--- config.mk ---
export PLATFORM = sky130hd
export DESIGN_NAME = fpa_front
export DESIGN_NICKNAME = d
export VERILOG_FILES = /design/src/hw/rtl/fpa_pkg.sv /design/src/hw/rtl/fpa_front.sv
export SDC_FILE = /design/constraint.sdc
export NUM_CORES = 2
export LEC_CHECK = 0
export BUFFER_PORTS_ARGS = -buffer_cell sky130_fd_sc_hd__buf_2
export CAP_MARGIN = 20
export CORE_MARGIN = 2
export CORE_UTILIZATION = 25
export CTS_CLUSTER_DIAMETER = 60
export DETAILED_ROUTE_END_ITERATION = 7
export GPL_ROUTABILITY_DRIVEN = 0
export PLACE_DENSITY = 0.43
export SYNTH_ARGS = -nofsm -noshare
export SYNTH_HDL_FRONTEND = slang
export SYNTH_SLANG_ARGS = --single-unit
--- constraint.sdc ---
create_clock -name aclk -period 15.7 [get_ports aclk]
set_input_delay 2.355 -clock aclk [delete_from_list [all_inputs] [get_ports aclk]]
set_output_delay 2.355 -clock aclk [all_outputs]
set_load 0.01 [all_outputs]
--- src/hw/rtl/fpa_pkg.sv ---
// ----------------------------------------------------------------------------
// Fixed-point ALU package
// Function codes, widths and the control word that travels down the chain.
// ----------------------------------------------------------------------------
package fpa_pkg;

    localparam int unsigned DATA_W        = 32;
    localparam int unsigned FUNC_W        = 4;
    localparam int unsigned FRAC_BITS_DEF = 8;

    typedef enum logic [FUNC_W-1:0] {
        FN_ADD      = 4'd0,
        FN_SUB      = 4'd1,
        FN_MUL      = 4'd2,
        FN_DIV      = 4'd3,
        FN_NEG      = 4'd4,
        FN_INC      = 4'd5,
        FN_DEC      = 4'd6,
        FN_CMP      = 4'd7,
        FN_MAX      = 4'd8,
        FN_MIN      = 4'd9,
        FN_FROM_INT = 4'd10,
        FN_TO_INT   = 4'd11
    } func_t;

    typedef struct packed {
        logic              valid;
        logic [FUNC_W-1:0] func;
        logic              eq;
        logic              gt;
        logic              lt;
        logic              dz;
        logic              neg;
    } ctl_t;

endpackage

--- src/hw/rtl/fpa_front.sv ---
// ----------------------------------------------------------------------------
// Fixed-point ALU front stage
// Decodes the word, works out the simple results, the magnitude product and
// the dividend and divisor for the divide chain, and registers them.
// ----------------------------------------------------------------------------
module fpa_front #(
    parameter int unsigned FRAC_BITS = fpa_pkg::FRAC_BITS_DEF,
    parameter int unsigned NW        = 34 + FRAC_BITS,
    parameter int unsigned DW        = 33
) (
    input  logic                                aclk,
    input  logic                                aresetn,
    input  logic                                en,
    input  logic                                in_valid,
    input  logic [fpa_pkg::FUNC_W-1:0]          func,
    input  logic signed [fpa_pkg::DATA_W-1:0]   operand_a,
    input  logic signed [fpa_pkg::DATA_W-1:0]   operand_b,
    output fpa_pkg::ctl_t                       ctl_reg,
    output logic [fpa_pkg::DATA_W-1:0]          simple_reg,
    output logic [2*fpa_pkg::DATA_W-1:0]        prod_reg,
    output logic [NW-1:0]                       num_reg,
    output logic [DW-1:0]                       den_reg
);

    fpa_pkg::ctl_t                      ctl_next;
    logic [fpa_pkg::DATA_W-1:0]         simple_next;
    logic [fpa_pkg::DATA_W-1:0]         ma;
    logic [fpa_pkg::DATA_W-1:0]         mb;

    always_comb begin
        ma = operand_a[fpa_pkg::DATA_W-1] ? fpa_pkg::DATA_W'(-operand_a) : operand_a;
        mb = operand_b[fpa_pkg::DATA_W-1] ? fpa_pkg::DATA_W'(-operand_b) : operand_b;

        ctl_next.valid = in_valid;
        ctl_next.func  = func;
        ctl_next.eq    = (operand_a == operand_b);
        ctl_next.gt    = (operand_a > operand_b);
        ctl_next.lt    = (operand_a < operand_b);
        ctl_next.neg   = operand_a[fpa_pkg::DATA_W-1] ^ operand_b[fpa_pkg::DATA_W-1];
        ctl_next.dz    = (func == fpa_pkg::FN_DIV) && (mb == '0);

        case (func)
            fpa_pkg::FN_ADD:      simple_next = operand_a + operand_b;
            fpa_pkg::FN_SUB:      simple_next = operand_a - operand_b;
            fpa_pkg::FN_NEG:      simple_next = fpa_pkg::DATA_W'(-operand_a);
            fpa_pkg::FN_INC:      simple_next = operand_a + 1'b1;
            fpa_pkg::FN_DEC:      simple_next = operand_a - 1'b1;
            fpa_pkg::FN_MAX:      simple_next = ctl_next.gt ? operand_a : operand_b;
            fpa_pkg::FN_MIN:      simple_next = ctl_next.lt ? operand_a : operand_b;
            fpa_pkg::FN_FROM_INT: simple_next = operand_a << FRAC_BITS;
            fpa_pkg::FN_TO_INT:   simple_next = operand_a >>> FRAC_BITS;
            default:              simple_next = '0;
        endcase
    end

    always_ff @(posedge aclk) begin
        if (!aresetn) begin
            ctl_reg <= '0;
        end else if (en) begin
            ctl_reg <= ctl_next;
        end
    end

    // Dividend carries the rounding half: 2*(ma << F) + mb over 2*mb
    always_ff @(posedge aclk) begin
        if (en) begin
            simple_reg <= simple_next;
            prod_reg   <= (2*fpa_pkg::DATA_W)'(ma) * (2*fpa_pkg::DATA_W)'(mb);
            num_reg    <= (NW'(ma) << (FRAC_BITS + 1)) + NW'(mb);
            den_reg    <= {mb, 1'b0};
        end
    end

endmodule

==> out/qor.yml <==
yosysMostFrequentCell: "inv_1"
antenna_found_initial: 11
detailed_place_hpwl_um: 157000
yosys.cell_types.count: 94
routed_wl_um: 199000
fin_tns_setup_ns: 0
synth_top_area_cell: "fa_1"
outcome: "finished clean"
nFillCells: 20200
antenna_left: 0
fp.dieW_um: 438
clk_latency_ns: 0.58
cts-hold-fix-buffers: 0
vias: 39500
via_per_inst: 4.93
post-route-period-util_pct: 89.0
synth_top_area_share_pct: 38.3
path_clk_slew_ns: 0.09
grt_usage_pct: 20.9
grt_max_degree: 59
fin_ws_ns: 1.73
ys_seq_area_share_pct: 10.7
cts_tree: "done"
grt_pass1_wl_um: 291000
detail_route.first_pass.iterations: 6
rows: 159
setup_viol: 0
drtIter0Drc: 3190
cts-buffers-inserted: 17
met1_length_um: 83400
min_path_type: "register to register"
syn-cell-area_um2: 47100
critPathKind: "input pin to register"
wl_met2_um: 97000
maxCapViolCount: 0
htreeDepth: 4
hold_violations: 0
critical-path-max-stage-delay_ns: 1.10
start_kind: "input pin"
grt_pass1_vias: 42100
cpMostUsedCell: "fa_1"
cts_resized: 0
worstSetupEndpointType: "register"
highest_layer: "met5"
ys.flop_type: "edfxtp_1"
gr-total-overflow: 0
nets: 6857
avgSynthCellArea_um2: 8.69
worstPathRequired_ns: 15.96
cts.sinks: 171
drive_above_1_share_pct: 9.08
postCtsSetupBuffers: 0
yosys-top-cells-count: "1009 x inv_1, 900 x fa_1, 685 x nor2_1"
fin_crit_ns: 13.97
root_buffer: "clkbuf_16"
path_buf_inv: 9
port_buffers: 251
die-area_um2: 192000
worstMarginPinSlew_ns: 1.23
syn_to_final_growth_pct: 11.0
largest_register_ffs: 64
dieHeight_um: 438
critPathArrivalTime_ns: 14.23
drc_errors: 0
io_pins: 253
crit_family: "adder cells"
synth_enable_flop_cells: 161
cts_max_path_buffers: 2
finClkSkew_ns: 0
post_drt_wl_per_cell_um: 24.8
slew_viol_final: 0
dr_wl_met3_um: 11200
crit_path_max_fanout: 25
synthCells: 5416
core_area_um2: 187000
post-place-ws_ns: 1.46
rsz0062_at_grt: "no"
critPathSlowestCell: "o41ai_1"
synth_warnings: 0
fmax_ghz: 0.0716
initial_utilization_pct: 25.1
syn_nets: 6770
async_flop_share_pct: 0
slew_headroom_pct: 18.3
ys_ff_latch: 171
synth_area_leaders: "fa_1 38%, edfxtp_1 10%, ha_1 10%, inv_1 8.0%, nor2_1 5.5%"
-- path summary, 6_finish.rpt --
check / slack, ns / depth (start not counted) / endpoint / startpoint
setup reg to reg: 15.00 / 2 / ctl_reg[1] / ctl_reg[1]
setup / recovery: 1.73 / 33 / prod_reg[61] / operand_b[0]
hold / removal: 0.49 / 1 / ctl_reg[0] / ctl_reg[0]
hold reg to reg: 0.49 / 1 / ctl_reg[0] / ctl_reg[0]
-- final cells by class --
type	instances	area (um2)	share of cell area, %
antenna	9	22.5	0.0431
multi-input combinational	3918	37400	71.6
sequential	171	5030	9.64
tap	2495	3120	5.98
inverter	1028	3860	7.40
timing repair buffer	367	2140	4.09
clock inverter	15	205	0.393
clock buffer	17	425	0.814
-- through the flow --
stage	utilization [%]	cells	hold WS, ns	cell area [um2]
floorplan	-	5416	0.496	47100
global placement	27.5	7978	0.465	51600
detailed placement	27.5	7979	0.476	51600
CTS	27.9	8011	0.498	52200
global route	27.9	8017	0.526	52200
finish	27.9	8020	0.493	52200
-- cell usage in the layout, fill, tap and decap left out, types with 18 or more instances in the layout --
cell type  Yosys  routed
a21o_1        78      78
a21oi_1      222     222
a221oi_1      21      21
and2_1        43      43
buf_2         10     250
buf_4         11     116
edfxtp_1     161     161
fa_1         900     900
ha_1         382     382
inv_1       1009    1009
mux2i_1       24      24
nand2_1      604     604
nand2b_1      34      34
nand3_1       53      53
nand4_1       34      34
nor2_1       685     684
nor2b_1       32      32
nor3_1        55      53
nor4_1        19      18
o211ai_1      21      21
o21ai_0      141     140
o21bai_1      31      31
o221ai_1      27      27
or3_1         25      24
xnor2_1      136      99
xnor2_2        3      38
xor2_1        73      59
-- kinds of logic (layout without fill, tap and decap cells) --
logic type | count (synthesis) | in the layout | share of synthesized area [%]
xor+xnor | 213 | 213 | 4.03
other cells | 1 | 10 | 0.00797
compound gates | 751 | 751 | 10.6
mux | 24 | 24 | 0.510
fa+ha+maj | 1282 | 1282 | 48.4
buf+inv | 1327 | 1427 | 10.8
simple gates | 1647 | 1647 | 15.0
flops | 171 | 171 | 10.7
-- routing by layer --
metal | GRT usage (%) | vias up
li1 | - | 17200
met1 | 26.6 | 20700
met2 | 35.6 | 1373
met3 | 3.21 | 255
met4 | 7.63 | 4
met5 | 0 | -
Power is not shown: default switching activity piles up to over one toggle a cycle in this logic, so the estimate is an artifact.
