==> src/hw/rtl/fpa_pkg.sv <==
// ----------------------------------------------------------------------------
// Fixed-point ALU package
// Function codes, widths and the control word that travels down the chain.
// ----------------------------------------------------------------------------
package fpa_pkg;

    localparam int unsigned DATA_W        = 32;
    localparam int unsigned FUNC_W        = 4;
    localparam int unsigned FRAC_BITS_DEF = 8;

    typedef enum logic [FUNC_W-1:0] {
        FN_ADD      = 4'd0,
        FN_SUB      = 4'd1,
        FN_MUL      = 4'd2,
        FN_DIV      = 4'd3,
        FN_NEG      = 4'd4,
        FN_INC      = 4'd5,
        FN_DEC      = 4'd6,
        FN_CMP      = 4'd7,
        FN_MAX      = 4'd8,
        FN_MIN      = 4'd9,
        FN_FROM_INT = 4'd10,
        FN_TO_INT   = 4'd11
    } func_t;

    typedef struct packed {
        logic              valid;
        logic [FUNC_W-1:0] func;
        logic              eq;
        logic              gt;
        logic              lt;
        logic              dz;
        logic              neg;
    } ctl_t;

endpackage

==> src/hw/rtl/fpa_tail.sv <==
// ----------------------------------------------------------------------------
// Fixed-point ALU tail stage
// Rounds the product, saturates multiply and divide results, picks the
// final value and holds it in the output register.
// ----------------------------------------------------------------------------
module fpa_tail #(
    parameter int unsigned FRAC_BITS = fpa_pkg::FRAC_BITS_DEF,
    parameter int unsigned NW        = 34 + FRAC_BITS
) (
    input  logic                             aclk,
    input  logic                             aresetn,
    input  logic                             en,
    input  fpa_pkg::ctl_t                    ctl_in,
    input  logic [fpa_pkg::DATA_W-1:0]       simple_in,
    input  logic [2*fpa_pkg::DATA_W-1:0]     prod_in,
    input  logic [NW-1:0]                    quo_in,
    output logic                             valid_reg,
    output logic [fpa_pkg::DATA_W-1:0]       result_reg,
    output logic                             eq_reg,
    output logic                             gt_reg,
    output logic                             lt_reg,
    output logic                             dz_reg,
    output logic                             ovf_reg
);

    localparam int unsigned MW = 2 * fpa_pkg::DATA_W;

    logic [MW-1:0]              mul_mag;
    logic [MW-1:0]              mag;
    logic                       sneg;
    logic                       sat;
    logic                       arith;
    logic [fpa_pkg::DATA_W-1:0] sat_val;
    logic [fpa_pkg::DATA_W-1:0] result_next;
    logic                       ovf_next;

    always_comb begin
        mul_mag = (prod_in + (MW'(1) << (FRAC_BITS - 1))) >> FRAC_BITS;
        mag     = (ctl_in.func == fpa_pkg::FN_MUL) ? mul_mag : MW'(quo_in);
        sneg    = ctl_in.neg && (mag != '0);
        sat     = sneg ? (mag > MW'(33'h0_8000_0000)) : (mag > MW'(32'h7FFF_FFFF));
        if (sat) begin
            sat_val = sneg ? 32'h8000_0000 : 32'h7FFF_FFFF;
        end else begin
            sat_val = sneg ? fpa_pkg::DATA_W'(-mag[fpa_pkg::DATA_W-1:0])
                           : mag[fpa_pkg::DATA_W-1:0];
        end

        arith = (ctl_in.func == fpa_pkg::FN_MUL) ||
                ((ctl_in.func == fpa_pkg::FN_DIV) && !ctl_in.dz);
        if (arith) begin
            result_next = sat_val;
            ovf_next    = sat;
        end else begin
            // divide by zero gives zero; everything else was settled up front
            result_next = (ctl_in.func == fpa_pkg::FN_DIV) ? '0 : simple_in;
            ovf_next    = 1'b0;
        end
    end

    always_ff @(posedge aclk) begin
        if (!aresetn) begin
            valid_reg <= 1'b0;
        end else if (en) begin
            valid_reg <= ctl_in.valid;
        end
    end

    always_ff @(posedge aclk) begin
        if (en) begin
            result_reg <= result_next;
            eq_reg     <= ctl_in.eq;
            gt_reg     <= ctl_in.gt;
            lt_reg     <= ctl_in.lt;
            dz_reg     <= ctl_in.dz;
            ovf_reg    <= ovf_next;
        end
    end

endmodule

==> config.mk <==
export PLATFORM = sky130hd
export DESIGN_NAME = fpa_tail
export DESIGN_NICKNAME = d
export VERILOG_FILES = /design/src/hw/rtl/fpa_pkg.sv /design/src/hw/rtl/fpa_tail.sv
export SDC_FILE = /design/constraint.sdc
export NUM_CORES = 1
export LEC_CHECK = 0
export BUFFER_PORTS_ARGS = -buffer_cell sky130_fd_sc_hd__buf_2
export CAP_MARGIN = 20
export CORE_MARGIN = 2
export CORE_UTILIZATION = 50
export CTS_CLUSTER_SIZE = 16
export DETAILED_ROUTE_END_ITERATION = 6
export GPL_TIMING_DRIVEN = 0
export HOLD_SLACK_MARGIN = 0.02
export PLACE_DENSITY_LB_ADDON = 0.08
export SLEW_MARGIN = 25
export SYNTH_ARGS = -nofsm -noshare
export SYNTH_HDL_FRONTEND = slang
export SYNTH_SLANG_ARGS = --single-unit
==> constraint.sdc <==
create_clock -name aclk -period 7.8 [get_ports aclk]
set_input_delay 0.39 -clock aclk [delete_from_list [all_inputs] [get_ports aclk]]
set_output_delay 0.39 -clock aclk [all_outputs]
set_load 0.005 [all_outputs]
==> impl_metrics.env <==
export IMPL_outcome="finished clean"
export IMPL_synth_enable_flop_cells=37
export IMPL_die_width_microns=102.2
export IMPL_fin_nets=992
export IMPL_clk_path_buf_depth=2
export IMPL_synthToLayoutAreaGrowth_pct=23.42
export IMPL_ant_nets=0
export IMPL_cp_arrival_ns=6.84
export IMPL_layout_cells_most_common="buf_2"
export IMPL_cts_buffers=5
export IMPL_setup_violations_final=0
export IMPL_synthCells=655
export IMPL_cts_hold_buf=0
export IMPL_post_route_min_period_ns=6.790
export IMPL_finClkSkew_ns=0
export IMPL_grt_pass1_vias=5483
export IMPL_use_met2_pct=55.26
export IMPL_clk_pin_slew_ns=0.08
export IMPL_drt_iter0_drc=688
export IMPL_cp_top_family="buffers and inverters"
export IMPL_grtUsageTotal_pct=34.16
export IMPL_fin_tns_setup_ns=0
export IMPL_wl_per_cell_microns=18.93
export IMPL_max_stage_delay_ns=0.75
export IMPL_clockRootBuffer="clkbuf_8"
export IMPL_die_h_microns=102.2
export IMPL_r2r_slack_ns=7.19
export IMPL_path_common_cell="clkbuf_1"
export IMPL_syn_area_per_cell_sq_um=7.358
export IMPL_worst_pin_slew_ns=1.009
export IMPL_synth_seq_cells=38
export IMPL_postRouteWirelength_microns=18300
export IMPL_worstSkewPairLatency_ns=0.29
export IMPL_cts_sinks=38
export IMPL_crit_buf_inv=8
export IMPL_slowest_stage="o41ai_2"
export IMPL_crit_type="in2reg"
export IMPL_async_flop_share_pct=0
export IMPL_grt_max_degree=39
export IMPL_worstSetupStartpointType="input pin"
export IMPL_grt_overflow=0
export IMPL_hold_ws_ns=0.2739
export IMPL_path_cells="buf_2 > nor4b_2 > clkbuf_1 > clkbuf_1 > clkbuf_1 > buf_1 > buf_1 > mux2i_1 > ha_1 > o211ai_1 > o21bai_1 > or3_1 > clkbuf_1 > or4_1 > clkbuf_1 > o41ai_2 > nor3_1 > a221oi_1 > o21ai_1"
export IMPL_coreArea_sq_um=9284
export IMPL_via_count=6233
export IMPL_cts_tree="yes"
export IMPL_drc=0
export IMPL_power_per_cell_area_nw_per_um2=98.50
export IMPL_design_die_area_sq_um=10440
export IMPL_endpoint_kind="flop"
export IMPL_antenna_diode_count=0
export IMPL_yosys_cell_types_count=78
export IMPL_final_core_util_pct=64.07
export IMPL_grt_pass1_wl_microns=28040
export IMPL_cp_required_ns=7.85
export IMPL_grt_busiest_layer="met2"
export IMPL_dr_pass1_iters=6
export IMPL_num_io_pins=189
export IMPL_power_total_w=0.0005859
export IMPL_synth_area_sq_um=4820
export IMPL_fmax_ghz=0.1473
export IMPL_place_gp_congestion=1.038
export IMPL_layout_drive_gt1_share_pct=25.42
export IMPL_maxCapViolations=0
export IMPL_yosysSeqAreaShare_pct=23.47
export IMPL_largest_reg_flops=32
export IMPL_start_util_pct=51.91
export IMPL_rows=35
export IMPL_relSlewSlack_pct=31.87
export IMPL_cts_max_level=2
export IMPL_grt_use_met3_pct=5.951
export IMPL_via_per_inst=6.446
export IMPL_peakVddDrop_mv=0.06330
export IMPL_hold_path_class="in2reg"
export IMPL_grt_use_met1_pct=45.88
export IMPL_cp_max_fo=10
export IMPL_yosysWarnings=0
export IMPL_drv_slew=0
export IMPL_hpwl_microns=15040
export IMPL_fin_crit_sh_pct=87.05
export IMPL_cellLeakagePower_nw=2.211
export IMPL_portBuffers=176
export IMPL_most_common_layout_cells="buf_2 (186), nand2_1 (73), nor2_1 (47)"
export IMPL_finalHoldViolations=0
export IMPL_syn_nets=809
export IMPL_rsz0062_at_grt="no"
export IMPL_postCtsSetupRepairBufs=0
export IMPL_antenna_found_initial=0
export IMPL_cts_repair_resized=0
export IMPL_synth_ff_type="edfxtp_1"
==> layer usage <==
layer	share of wire, %	up-vias
met1	40	2843
met3	11	45
li1	-	2951
met5	0	-
met2	45	394
met4	2.7	0
==> stage by stage <==
step	cell area (sq um)	setup slack (ns)	instances
6_report	5948	1.010	967
5_1_grt	5948	0.5811	967
4_1_cts	5948	1.121	967
3_5_place_dp	5869	0.8256	960
3_3_place_gp	5862	0.3942	960
2_1_floorplan	4820	2.157	655
==> final cells by class <==
class / instances / area [sq um]
sequential: 38 / 1131
fill: 884 / 3336
clock buffer: 5 / 68.82
multi-input combinational: 563 / 3481
clock inverter: 2 / 10.01
inverter: 13 / 48.80
timing repair buffer: 176 / 880.8
tap: 129 / 161.4
buffer: 41 / 166.4
==> cells in the mapped netlist, drive strengths merged, types with 13 or more instances <==
cell type  number  area [sq um]
or4            14         108.9
a31oi          20         125.1
nor2           48         182.7
or3            15         93.84
a21oi          34         170.2
edfxtp         37          1111
o21ai          50         250.2
nor4           32         200.2
inv            13         48.80
xnor2          18         157.7
and3           14         87.58
nand3          46         242.7
nand2          73         274.0
nor3           28         145.1
clkbuf         29         108.9
nand4          21         137.6
==> kinds of logic after synthesis <==
group | count (synthesis) | share of synthesized area [%]
AO/OA/AOI/OAI | 192 | 27.05
XOR/XNOR | 30 | 5.452
AND/OR/NAND/NOR | 330 | 37.07
flip-flops | 38 | 23.47
adder cells (fa/ha/maj) | 3 | 0.7789
buffers and inverters | 54 | 4.465
multiplexers | 8 | 1.713
==> where the power goes <==
| part | switching (W) | internal [W] | leakage (nW) | total (W) |
|---|---|---|---|---|
| sequential | 0.00000379 | 0.000245 | 0.369 | 0.000249 |
| combinational | 0.000125 | 0.0000838 | 1.80 | 0.000209 |
| clock | 0.0000679 | 0.0000599 | 0.0438 | 0.000128 |
==> worst paths after layout <==
check,from,to,depth (start not counted)
worst min-delay path,ctl_in[4],eq_reg$_DFFE_PP_,1
worst max register to register,valid_reg$_SDFFE_PN0P_,valid_reg$_SDFFE_PN0P_,2
worst min register to register,valid_reg$_SDFFE_PN0P_,valid_reg$_SDFFE_PN0P_,2
worst max-delay path,ctl_in[5],result_reg[7]$_DFFE_PP_,19
Note: power is estimated with default switching activity, not from simulation.
