--- src/hw/rtl/fpa_pkg.sv ---
// ----------------------------------------------------------------------------
// Fixed-point ALU package
// Function codes, widths and the control word that travels down the chain.
// ----------------------------------------------------------------------------
package fpa_pkg;

    localparam int unsigned DATA_W        = 32;
    localparam int unsigned FUNC_W        = 4;
    localparam int unsigned FRAC_BITS_DEF = 8;

    typedef enum logic [FUNC_W-1:0] {
        FN_ADD      = 4'd0,
        FN_SUB      = 4'd1,
        FN_MUL      = 4'd2,
        FN_DIV      = 4'd3,
        FN_NEG      = 4'd4,
        FN_INC      = 4'd5,
        FN_DEC      = 4'd6,
        FN_CMP      = 4'd7,
        FN_MAX      = 4'd8,
        FN_MIN      = 4'd9,
        FN_FROM_INT = 4'd10,
        FN_TO_INT   = 4'd11
    } func_t;

    typedef struct packed {
        logic              valid;
        logic [FUNC_W-1:0] func;
        logic              eq;
        logic              gt;
        logic              lt;
        logic              dz;
        logic              neg;
    } ctl_t;

endpackage

--- src/hw/rtl/fpa_cell.sv ---
// ----------------------------------------------------------------------------
// Fixed-point ALU divide cell
// One restoring-division step: shift in a dividend bit, trial subtract,
// emit one quotient bit, and hand the word on to the next cell.
// ----------------------------------------------------------------------------
module fpa_cell #(
    parameter int unsigned NW = 42,
    parameter int unsigned DW = 33
) (
    input  logic                             aclk,
    input  logic                             aresetn,
    input  logic                             en,
    input  fpa_pkg::ctl_t                    ctl_in,
    input  logic [fpa_pkg::DATA_W-1:0]       simple_in,
    input  logic [2*fpa_pkg::DATA_W-1:0]     prod_in,
    input  logic [NW-1:0]                    num_in,
    input  logic [DW-1:0]                    den_in,
    input  logic [DW-1:0]                    rem_in,
    input  logic [NW-1:0]                    quo_in,
    output fpa_pkg::ctl_t                    ctl_reg,
    output logic [fpa_pkg::DATA_W-1:0]       simple_reg,
    output logic [2*fpa_pkg::DATA_W-1:0]     prod_reg,
    output logic [NW-1:0]                    num_reg,
    output logic [DW-1:0]                    den_reg,
    output logic [DW-1:0]                    rem_reg,
    output logic [NW-1:0]                    quo_reg
);

    logic [DW:0]   trial;
    logic [DW:0]   diff;
    logic          qbit;
    logic [DW-1:0] rem_next;

    always_comb begin
        trial    = {rem_in, num_in[NW-1]};
        diff     = trial - {1'b0, den_in};
        qbit     = (trial >= {1'b0, den_in});
        rem_next = qbit ? diff[DW-1:0] : trial[DW-1:0];
    end

    always_ff @(posedge aclk) begin
        if (!aresetn) begin
            ctl_reg <= '0;
        end else if (en) begin
            ctl_reg <= ctl_in;
        end
    end

    always_ff @(posedge aclk) begin
        if (en) begin
            simple_reg <= simple_in;
            prod_reg   <= prod_in;
            num_reg    <= num_in << 1;
            den_reg    <= den_in;
            rem_reg    <= rem_next;
            quo_reg    <= {quo_in[NW-2:0], qbit};
        end
    end

endmodule

--- config.mk ---
export PLATFORM = sky130hd
export DESIGN_NAME = fpa_cell
export DESIGN_NICKNAME = d
export VERILOG_FILES = /design/src/hw/rtl/fpa_pkg.sv /design/src/hw/rtl/fpa_cell.sv
export SDC_FILE = /design/constraint.sdc
export NUM_CORES = 1
export LEC_CHECK = 0
export BUFFER_PORTS_ARGS = -buffer_cell sky130_fd_sc_hd__buf_2
export CORE_AREA = 2 2 202 204
export DETAILED_ROUTE_END_ITERATION = 8
export DIE_AREA = 0 0 204 206
export GPL_TIMING_DRIVEN = 0
export SLEW_MARGIN = 0
export SYNTH_ARGS = -nofsm -noshare
export SYNTH_HDL_FRONTEND = slang
export SYNTH_SLANG_ARGS = --single-unit
--- constraint.sdc ---
create_clock -name aclk -period 2.7 [get_ports aclk]
set_clock_uncertainty 0.1 [all_clocks]
set_input_delay 0.135 -clock aclk [delete_from_list [all_inputs] [get_ports aclk]]
set_output_delay 0.135 -clock aclk [all_outputs]
set_load 0.01 [all_outputs]
==> results.sh <==
export IMPL_outcome="finished with violations"
export IMPL_violations="negative hold slack"
export IMPL_endpoint_kind="flop"
export IMPL_core_um2=40200
export IMPL_layout_nets=1742
export IMPL_antenna_found_initial=11
export IMPL_synth_simple_area_share=0.0522
export IMPL_rr_startpoint="ctl_reg[4]"
export IMPL_io_pins=515
export IMPL_ys_warn_count=0
export IMPL_path_clk_slew_ns=0.06
export IMPL_grt_use_total=0.157
export IMPL_vias=8565
export IMPL_hold_start="rem_in[0]"
export IMPL_reg2reg_depth=3
export IMPL_numCtsBuffers=29
export IMPL_rr_endpoint="ctl_reg[4]"
export IMPL_critical_path_max_stage_delay_ns=0.41
export IMPL_drc=0
export IMPL_synth_seq_cells=255
export IMPL_drtIter0Drc=407
export IMPL_leakage_uw=0.00739
export IMPL_die_w_um=204
export IMPL_start_util=0.250
export IMPL_async_flop_share=0
export IMPL_clk_path_buf_depth=3
export IMPL_syn_num_nets=931
export IMPL_finalHoldViolCount=1
export IMPL_gp_congestion=0.882
export IMPL_ys_seq_area_frac=0.751
export IMPL_synth_area_um2=10100
export IMPL_setup_viol=0
export IMPL_irDropWorstVdd_uv=462
export IMPL_rsz0062_at_grt="true"
export IMPL_maxCapViolCount=0
export IMPL_report_final_slew_viol_count=0
export IMPL_vias_per_cell=4.27
export IMPL_wirelength_um=35600
export IMPL_die_y_um=206
export IMPL_insertion_delay_ns=0.55
export IMPL_arrival_ns=2.78
export IMPL_drive_gt1_frac=0.399
export IMPL_power_density_nw_per_um2=633
export IMPL_synth_compound_area_share=0.0920
export IMPL_tightest_slew_ns=0.942
export IMPL_whs_ns=-0.148
export IMPL_hold_depth=2
export IMPL_grt_pass1_vias=8766
export IMPL_grt_pass1_wl_um=50300
export IMPL_cp_common_cell="inv_1"
export IMPL_drt_pass1_iterations=5
export IMPL_hold_buffers=265
export IMPL_hold_end="rem_reg[1]"
export IMPL_grt_max_degree=126
export IMPL_synth_edff_count=245
export IMPL_synthAdderAreaFrac=0.0430
export IMPL_ctsRootBufferMaster="clkbuf_16"
export IMPL_ant_nets=0
export IMPL_crit_buf_inv=6
export IMPL_dpl_worst_slack_ns=-0.742
export IMPL_yosysTopAreaCellShare=0.731
export IMPL_setup_ws_ns=0.117
export IMPL_final_min_clock_period_ns=2.58
export IMPL_dieArea_um2=42000
export IMPL_critPathMaxFanout=9
export IMPL_ys_top_cells_by_count="245 x edfxtp_1, 52 x nand2_1, 43 x inv_1"
export IMPL_synth_top_cell_by_area="edfxtp_1"
export IMPL_largest_reg_flops=64
export IMPL_cp_slowest_cell="fa_1"
export IMPL_cts_sinks=255
export IMPL_synth_top_family_by_area="compound AO/OA/AOI/OAI gates"
export IMPL_synth_mux_area_frac=0.0122
export IMPL_ys_dominant_reg_cell="edfxtp_1"
export IMPL_port_buffer_count=512
export IMPL_path_cells="buf_2 -> inv_1 -> ha_1 -> inv_1 -> fa_1 -> a21o_1 -> a221oi_2 -> o21ai_2 -> a21oi_4 -> o31ai_2 -> a41oi_4 -> buf_12 -> buf_4 -> inv_2 -> mux2_1"
export IMPL_yosysUniqueCellTypes=56
export IMPL_avgSynthCellArea_um2=15.8
export IMPL_htreeDepth=1
export IMPL_overflow=0
export IMPL_timing_reg2reg_setup_slack_ns=1.38
export IMPL_syn_to_final_growth_pct=69.3
export IMPL_routedWlPerCell_um=17.7
export IMPL_crit_family="compound AO/OA/AOI/OAI gates"
export IMPL_fmax_ghz=0.387
export IMPL_yosysMostFrequentCell="edfxtp_1"
export IMPL_hpwl_um=24300
export IMPL_fill_cells=3675
export IMPL_synth_xor_area_frac=0.0244
export IMPL_fin_crit_sh=0.957
export IMPL_netlist_instances=638
export IMPL_num_rows=74
export IMPL_p_total_uw=10800
export IMPL_critPathLaunchType="input pin"
export IMPL_synth_top_cells_by_area="edfxtp_1 73%, ha_1 4.1%, dfxtp_1 2.0%, o21ai_0 1.9%, nand2_1 1.9%"
export IMPL_cts_tree="done"
export IMPL_cp_required_ns=2.90
export IMPL_crit_type="input pin to flop"
export IMPL_slew_headroom=0.372
export IMPL_hp_class="input pin to flop"
-- area by class of cell --
class | count | area, um2 | share of cell area
sequential | 255 | 7560 | 0.444
timing repair buffer | 780 | 5280 | 0.310
multi-input combinational | 324 | 2270 | 0.133
clock buffer | 39 | 783 | 0.0460
tap | 532 | 666 | 0.0391
clock inverter | 12 | 201 | 0.0118
inverter | 44 | 165 | 0.00970
buffer | 15 | 88.8 | 0.00522
antenna | 7 | 17.5 | 0.00103
-- layer usage --
metal  GRT usage  part of all wire  vias up
li1            -                 -     4037
met1       0.163              0.35     4101
met2       0.298              0.53      343
met3      0.0434             0.077       78
met4      0.0652             0.038        6
met5           0            0.0011        -
-- worst max-delay path by stage --
stage | start | endpoint | cells past startpoint
floorplan | num_in[41] | rem_reg[1] | 11
global placement | en | ctl_reg[2] | 4
detailed placement | num_in[41] | rem_reg[16] | 13
CTS | den_in[22] | rem_reg[16] | 12
global route | num_in[41] | rem_reg[31] | 15
finish | num_in[41] | rem_reg[31] | 15
-- metrics by stage --
stage / hold slack, ns / instance area (um2) / cells / utilization / TNS (ns)
2_1_floorplan: 0.134 / 10100 / 638 / - / 0
3_3_place_gp: 0.212 / 13300 / 1682 / 0.331 / -530.28
3_5_place_dp: 0.213 / 13300 / 1683 / 0.332 / -19.48
4_1_cts: -0.179 / 17000 / 2001 / 0.423 / 0
5_1_grt: -0.173 / 17000 / 2006 / 0.424 / -0.000700
6_report: -0.148 / 17000 / 2008 / 0.424 / 0
-- kinds of logic (layout without fill, tap and decap cells) --
family,count (synthesis),in the layout
flip-flops,255,255
buffers and inverters,59,890
XOR/XNOR,28,28
other,1,8
multiplexers,12,12
AND/OR/NAND/NOR,112,112
adder cells (fa/ha/maj),34,34
AO/OA/AOI/OAI,137,137
-- timing repair --
action	4_1_cts	5_1_grt
endpoints found under the hold margin	254	1
endpoints found under the setup margin	23	30
resized for setup	0	8
pin swaps	1	1
buffers inserted	2	0
-- where the power goes --
part | switching (uW) | total (uW) | leakage, uW | internal, uW
clock | 1600 | 4110 | 0.000474 | 2510
combinational | 952 | 1820 | 0.00443 | 872
sequential | 94.1 | 4840 | 0.00248 | 4750
total | 2650 | 10800 | 0.00739 | 8130
-- placed cells by master (no fill, tap or decap), types with 4 or more instances in the layout --
cell type,instances
clkbuf_16,29
nand3_1,6
inv_1,43
dfxtp_1,10
a31o_2,4
o21ai_0,38
diode_2,7
clkbuf_1,12
dlygate4sd3_1,265
a21o_1,13
xnor2_1,16
o21bai_1,7
bufinv_16,5
mux2i_1,10
and3_1,8
xor2_1,12
nor3_1,5
o31ai_1,5
ha_1,33
buf_2,514
nand4_1,4
a21oi_1,32
o21a_1,5
edfxtp_1,245
nor2_1,15
nor2b_1,12
nand2_1,52
(Power assumes the default switching activity.)
